`config.mk`:
```
export PLATFORM = sky130hd
export DESIGN_NAME = overwriting_byte_ring_buffer_core
export DESIGN_NICKNAME = d
export VERILOG_FILES = /design/src/rtl/obrb_pkg.sv /design/src/rtl/overwriting_byte_ring_buffer_core.sv
export SDC_FILE = /design/constraint.sdc
export NUM_CORES = 2
export LEC_CHECK = 0
export BUFFER_PORTS_ARGS = -buffer_cell sky130_fd_sc_hd__buf_2
export CAP_MARGIN = 20
export CORE_ASPECT_RATIO = 1.75
export CORE_UTILIZATION = 55
export DETAILED_ROUTE_END_ITERATION = 7
export PLACE_DENSITY = 0.71
export SETUP_SLACK_MARGIN = 0.5
export SLEW_MARGIN = 20
export SYNTH_ARGS = -nofsm -noshare
export SYNTH_HDL_FRONTEND = slang
export SYNTH_SLANG_ARGS = --single-unit
```
`constraint.sdc`:
```
create_clock -name i_clk -period 7.6 [get_ports i_clk]
set_input_delay 0.76 -clock i_clk [delete_from_list [all_inputs] [get_ports i_clk]]
set_output_delay 0.76 -clock i_clk [all_outputs]
set_load 0.005 [all_outputs]
```
`src/rtl/obrb_pkg.sv`:
```
`timescale 1ns / 1ps

package obrb_pkg;

    localparam int CAP_W     = 9;
    localparam int DATA_W    = 8;
    localparam int CAP_RESET = 256;

    typedef enum logic [1:0] {
        MODE_PUSH  = 2'd0,
        MODE_POP   = 2'd1,
        MODE_UNGET = 2'd2,
        MODE_CLEAR = 2'd3
    } t_mode;

    typedef struct packed {
        logic [1:0]        mode;
        logic [DATA_W-1:0] data_in;
    } t_in_item;

    typedef struct packed {
        logic [DATA_W-1:0] data_out;
        logic              data_valid;
        logic              oldest_dropped;
        logic              unget_refused;
        logic [CAP_W-1:0]  fill_count;
        logic [CAP_W-1:0]  room_left;
    } t_out_item;

endpackage

```
`src/rtl/overwriting_byte_ring_buffer_core.sv`:
```
`timescale 1ns / 1ps

// Channel   Direction  Handshake                   Payload
// in        sink       i_in_valid / o_in_ready     i_in_item  (t_in_item)
// out       source     o_out_valid / i_out_ready   o_out_item (t_out_item)
// cfg       sink       i_cfg_we                    i_cfg_data (capacity in use)
//
// One item per clock while the output is not stalled; each item passes through
// the memory read stage, then the output register.
// Head, count and the memory write are settled at accept; a pop's byte comes
// from the registered memory read, in the cycle after accept.
// Synchronous active-low reset clears pointers and valids; the byte memory
// is not cleared (unwritten entries are never read back).
// A stalled output holds the read stage, which then holds the input.

module overwriting_byte_ring_buffer_core
    import obrb_pkg::*;
#(
    parameter int DEPTH = 256
) (
    input  logic              i_clk,
    input  logic              i_rst_n,
    input  logic              i_in_valid,
    output logic              o_in_ready,
    input  t_in_item          i_in_item,
    output logic              o_out_valid,
    input  logic              i_out_ready,
    output t_out_item         o_out_item,
    input  logic              i_cfg_we,
    input  logic [CAP_W-1:0]  i_cfg_data
);

    localparam int AW = (DEPTH > 1) ? $clog2(DEPTH) : 1;
    localparam int CW = (AW + 1 > CAP_W + 1) ? AW + 1 : CAP_W + 1;

    logic [DATA_W-1:0] r_mem [DEPTH];
    logic [DATA_W-1:0] r_rdata;

    logic [CAP_W-1:0]  r_cap;
    logic [AW-1:0]     r_head;
    logic [CAP_W-1:0]  r_count;

    logic              r_s1_valid;
    t_out_item         r_s1;
    logic              r_out_valid;
    t_out_item         r_out;

    logic [CAP_W-1:0]  w_cap;
    logic [CW-1:0]     w_cap_x, w_head_x, w_cnt_x, w_sum;
    logic [AW-1:0]     w_tail, w_head_inc, w_head_dec;
    logic              w_full, w_empty;
    logic              w_accept, w_out_free;

    logic [AW-1:0]     n_head;
    logic [CAP_W-1:0]  n_count;
    logic              w_we, w_re;
    logic [AW-1:0]     w_waddr;
    t_out_item         w_s1;
    t_out_item         w_out;

    // Effective capacity: zero acts as one, clamp to the storage depth.
    always_comb begin
        if (r_cap == '0) begin
            w_cap = CAP_W'(1);
        end else if (CW'(r_cap) > CW'(DEPTH)) begin
            w_cap = CAP_W'(DEPTH);
        end else begin
            w_cap = r_cap;
        end
    end

    assign w_cap_x  = CW'(w_cap);
    assign w_head_x = CW'(r_head);
    assign w_cnt_x  = CW'(r_count);
    assign w_sum    = w_head_x + w_cnt_x;

    // head < cap and count <= cap, so one conditional subtract wraps
    assign w_tail     = AW'((w_sum >= w_cap_x) ? (w_sum - w_cap_x) : w_sum);
    assign w_head_inc = AW'((w_head_x + CW'(1) == w_cap_x) ? '0 : (w_head_x + CW'(1)));
    assign w_head_dec = AW'((r_head == '0) ? (w_cap_x - CW'(1)) : (w_head_x - CW'(1)));

    assign w_full  = (r_count == w_cap);
    assign w_empty = (r_count == '0);

    assign w_out_free = !r_out_valid || i_out_ready;
    assign o_in_ready = !r_s1_valid || w_out_free;
    assign w_accept   = i_in_valid && o_in_ready;

    always_comb begin
        n_head  = r_head;
        n_count = r_count;
        w_we    = 1'b0;
        w_re    = 1'b0;
        w_waddr = w_tail;
        w_s1    = '0;
        case (t_mode'(i_in_item.mode))
            MODE_PUSH: begin
                w_we = 1'b1;
                if (w_full) begin
                    n_head = w_head_inc;
                    w_s1.oldest_dropped = 1'b1;
                end else begin
                    n_count = r_count + CAP_W'(1);
                end
            end
            MODE_POP: begin
                if (!w_empty) begin
                    w_re = 1'b1;
                    w_s1.data_valid = 1'b1;
                    n_head  = w_head_inc;
                    n_count = r_count - CAP_W'(1);
                end
            end
            MODE_UNGET: begin
                if (w_full) begin
                    w_s1.unget_refused = 1'b1;
                end else begin
                    w_we    = 1'b1;
                    w_waddr = w_head_dec;
                    n_head  = w_head_dec;
                    n_count = r_count + CAP_W'(1);
                end
            end
            MODE_CLEAR: begin
                n_count = '0;
            end
            default: begin
                n_count = r_count;
            end
        endcase
        w_s1.fill_count = n_count;
        w_s1.room_left  = w_cap - n_count;
    end

    // popped byte joins the rest of the result on its way out
    always_comb begin
        w_out          = r_s1;
        w_out.data_out = r_s1.data_valid ? r_rdata : '0;
    end

    // Byte memory: one write or one read per item, read data registered.
    always_ff @(posedge i_clk) begin
        if (w_accept && w_we) begin
            r_mem[w_waddr] <= i_in_item.data_in;
        end
        if (w_accept && w_re) begin
            r_rdata <= r_mem[r_head];
        end
    end

    always_ff @(posedge i_clk) begin
        if (!i_rst_n) begin
            r_cap   <= CAP_W'(CAP_RESET);
            r_head  <= '0;
            r_count <= '0;
        end else if (i_cfg_we) begin
            r_cap   <= i_cfg_data;
            r_head  <= '0;
            r_count <= '0;
        end else if (w_accept) begin
            r_head  <= n_head;
            r_count <= n_count;
        end
    end

    always_ff @(posedge i_clk) begin
        if (!i_rst_n) begin
            r_s1_valid  <= 1'b0;
            r_out_valid <= 1'b0;
        end else begin
            if (w_accept) begin
                r_s1_valid <= 1'b1;
            end else if (w_out_free) begin
                r_s1_valid <= 1'b0;
            end
            if (r_s1_valid && w_out_free) begin
                r_out_valid <= 1'b1;
            end else if (i_out_ready) begin
                r_out_valid <= 1'b0;
            end
        end
    end

    always_ff @(posedge i_clk) begin
        if (w_accept) begin
            r_s1 <= w_s1;
        end
        if (r_s1_valid && w_out_free) begin
            r_out <= w_out;
        end
    end

    assign o_out_valid = r_out_valid;
    assign o_out_item  = r_out;

endmodule

```
==> key figures <==
CTS
  – CTS sink cnt: 2134
  – Clk_lat worst skew: a little over 800 ps
  – CTS clock-pin slew for the worst setup and hold paths: 70 ps
  – Num CTS Buffers: 182
  – CTS tree: done
  – Post-CTS sizing: 0
  – Hold buffers post-CTS: 0
  – Postcts setup bufs: 0
  – Maximum root-to-sink buffer count: 4
  – Clock root buffer: clkbuf_16
  – H-tree Lvls: 4

Finish
  – Area delta synth->final: 10.5%
  – Nets: 4232
  – Finished Core Util: 61.3%
  – Share of cells above drive strength 1: between 20 and 30%
  – Fill cells: 10400

Worst hold path
  – Hold Crit Class: in2reg
  – Hold depth: 3
  – Hold Path End: r_s1_valid
  – Hold path start: i_in_valid

Timing
  – Total negative slack: 0 ps
  – Crit path time final: 6610 ps
  – Fin crit share: 87.0%
  – Final hold vios: 0
  – Tightest Pin Transition: 1240 ps
  – Setup Skew: around 49 ps
  – Maximum clock rate: 151 MHz
  – Final slew viol count: 0
  – Final setup violation count: 0
  – RSZ-0062 raised after global routing: no
  – Slew margin rel.: approximately 17%

Route
  – DR DRC count: 0
  – Vias per cell: 6.59
  – Final WL: 210 mm
  – Number of DRC markers in iteration 0: between 5000 and 6000
  – Via count: 41700
  – Final ANT Viol Nets: 0
  – Wire length per cell: 33.1 µm
  – Drt pass-1 iters: 6

Synthesis
  – Async SR Flop Fraction: 0%
  – Net count after synthesis: between 4000 and 5000
  – Register bit total from synthesis: between 2000 and 2500
  – Synth top area cells: edfxtp_1, mux4_2, nor2_1
  – Register area share after synthesis: 75.0%
  – Number of flops mapped to enable cells by yosys: around 2100
  – Synth Area per Inst: ~21 µm²
  – Post-synthesis cell type count: 87
  – Ys flop type: edfxtp_1
  – Area leader, netlist: edfxtp_1
  – Cells after synthesis: 4054
  – Yosys warns: 0
  – Post-Syn Area: 85000 µm²
  – Synth top area share: between 70 and 80%

Status
  – Status: finished, final reports clean

Global routing
  – Largest net degree at the start of global routing: 177
  – Met1 GRT Util: approximately 34%
  – GRT Resource Usage Total: 27.1%
  – Vias in the first global route: between 40000 and 50000
  – Most crowded layer after global routing: met2
  – Initial antenna violation count: 3
  – Met3 GRT Util: roughly 4.0%
  – Met2 Usage GRT: 46.0%
  – Remaining Overflow, GRT: 0
  – First-pass GRT wire length: about 300 mm

Critical path
  – R2r startpoint: r_head[0]
  – Reg2reg path depth: 19
  – Critical path's slowest cell: nor2_1
  – CP Cell Sequence: ha_1 -> inv_1 -> fa_1 -> nor2b_1 -> o21a_1 -> o21ai_0 -> a21o_1 -> nand2_1 -> inv_1 -> ha_1 -> and4_1 -> o31ai_1 -> a31oi_1 -> a311o_1 -> mux2_2 -> o21ai_1 -> nand3_4 -> buf_4 -> nor2_1
  – CP Buf/Inv Count: 3
  – Reg2Reg Setup Slack: 990 ps
  – Critical path class: reg2reg
  – Family with the most delay on the worst path: compound AO/OA/AOI/OAI gates
  – Critical path required time: approximately 8000 ps
  – CP Capture Type: flip-flop
  – CP max stage delay: 680 ps
  – Reg2reg end: r_mem[121][5]
  – Crit Path Max Fanout: 24
  – Worst Path Arrival: 7030 ps
  – Setup crit start kind: flip-flop

Placement
  – DPL Wire Length: 129 mm
  – PortBufs: 54
  – Final Wtd Congestion: 0.941

Floorplan
  – Cell Rows: 190
  – Initial core utilization: between 50 and 60%
  – Boundary Pins: 55
  – Die width: approximately 300 µm
  – Core Region: 153000 µm²
  – Die Y: approximately 520 µm
  – Die area: 156000 µm²

Power
  – Leakage: 28.3 nW
  – VDD IR max: 276 µV
  – Pwr dens: 251 nW/µm²

Job
  – Max-cap viol count: 0
## stage by stage
step	power (mW)	area (µm²)	hold WS (ps)	instances	setup slack, ps
2_1_floorplan	13.9	85000	400	4054	1310
3_3_place_gp	14.4	88000	404	6003	851
3_5_place_dp	14.4	88000	407	6005	725
4_1_cts	23.6	93900	183	6335	780
5_1_grt	24.1	94000	236	6338	657
6_report	23.5	94000	223	6338	991
## cells in the mapped netlist (7+ instances only)
cell type	instances
edfxtp_1	2106
mux4_2	598
nor2_1	321
clkbuf_1	112
buf_2	87
nand2_1	77
mux2i_1	60
o21ai_0	55
a21oi_1	51
inv_1	36
nand3_1	31
nor3_1	31
ha_1	30
a22oi_1	28
buf_1	28
dfxtp_1	28
xnor2_1	28
nor2b_1	27
o22ai_1	25
a22o_1	21
a31oi_1	17
a221oi_1	15
nand2b_1	15
a21o_1	13
and2_1	12
mux2_2	12
o21a_1	11
nor4_1	10
o32ai_1	10
a32oi_2	9
xor2_1	9
a32oi_1	7
## how the worst max path moves through the flow
stage                         end  depth (start not counted)  slack, ps      start
floorplan           r_mem[102][0]                         23       1310  r_head[1]
global placement    r_mem[180][7]                         19        850  r_head[0]
detailed placement  r_mem[121][0]                         19        720  r_head[0]
CTS                 r_mem[121][6]                         19        780  r_head[0]
global route        r_mem[121][6]                         19        660  r_head[0]
finish              r_mem[121][5]                         19        990  r_head[0]
## where the power goes
| part | internal, mW | total, mW | switching (mW) |
|---|---|---|---|
| logic | 0.394 | 1.19 | 0.795 |
| registers | 13.0 | 13.0 | 0.0272 |
| clock network | 5.23 | 9.35 | 4.12 |
| total | 18.6 | 23.5 | 4.94 |
## sequential cells by signal (all words and copies together), names as in the netlist
| signal | flops |
|---|---|
| r_cap | 9 |
| o_out_item | 29 |
| o_out_valid | 1 |
| r_s1_valid | 1 |
| r_head | 8 |
| r_s1 | 21 |
| r_count | 9 |
| r_mem | 2048 |
| r_rdata | 8 |
## cells in the final DEF, fill, tap and decap left out, drive strengths merged, types with 11 or more instances in the layout
cell type,n
a221oi,15
buf,164
and2,13
a22o,21
mux2,12
nor2,321
clkinvlp,15
mux4,598
mux2i,60
nor2b,27
o21ai,58
nand2b,15
clkbuf,232
a32oi,16
o21a,11
xnor2,28
nand2,77
edfxtp,2106
o22ai,27
dfxtp,28
a22oi,32
inv,48
a31oi,17
a21o,13
bufinv,21
ha,30
nand3,35
a21oi,51
clkinv,61
nor3,34
## logic make-up (layout without fill, tap and decap cells)
family	count (synthesis)	after routing	synth area share, %
flops	2134	2134	75.0
mux	670	670	16.7
simple gates	572	572	3.09
compound gates	334	334	2.90
buf+inv	274	541	1.39
xor+xnor	37	37	0.381
fa+ha+maj	33	33	0.512
other cells	0	1	0
## final cells by class
class / count / area [µm²] / area share, %
Antenna cell: 1 / 2.50 / 0.00266
Clock buffer: 224 / 4800 / 5.10
Clock inverter: 106 / 1120 / 1.19
Inverter: 39 / 146 / 0.156
Multi-Input combinational cell: 1646 / 20200 / 21.5
Sequential cell: 2134 / 63800 / 67.9
Tap cell: 2016 / 2520 / 2.68
Timing Repair Buffer: 172 / 1400 / 1.49
## tightest hold or removal path: cells and delay by family
kind,cells,cell delay (ps)
AND/OR/NAND/NOR,1,90
buffers and inverters,1,90
AO/OA/AOI/OAI,1,30
## metal layers
metal | share of wire, % | vias up
li1 | - | 17200
met1 | 35 | 21900
met2 | 51 | 2179
met3 | 7.6 | 507
met4 | 6.5 | 6
met5 | 0.018 | -
(Power assumes the default switching activity.)
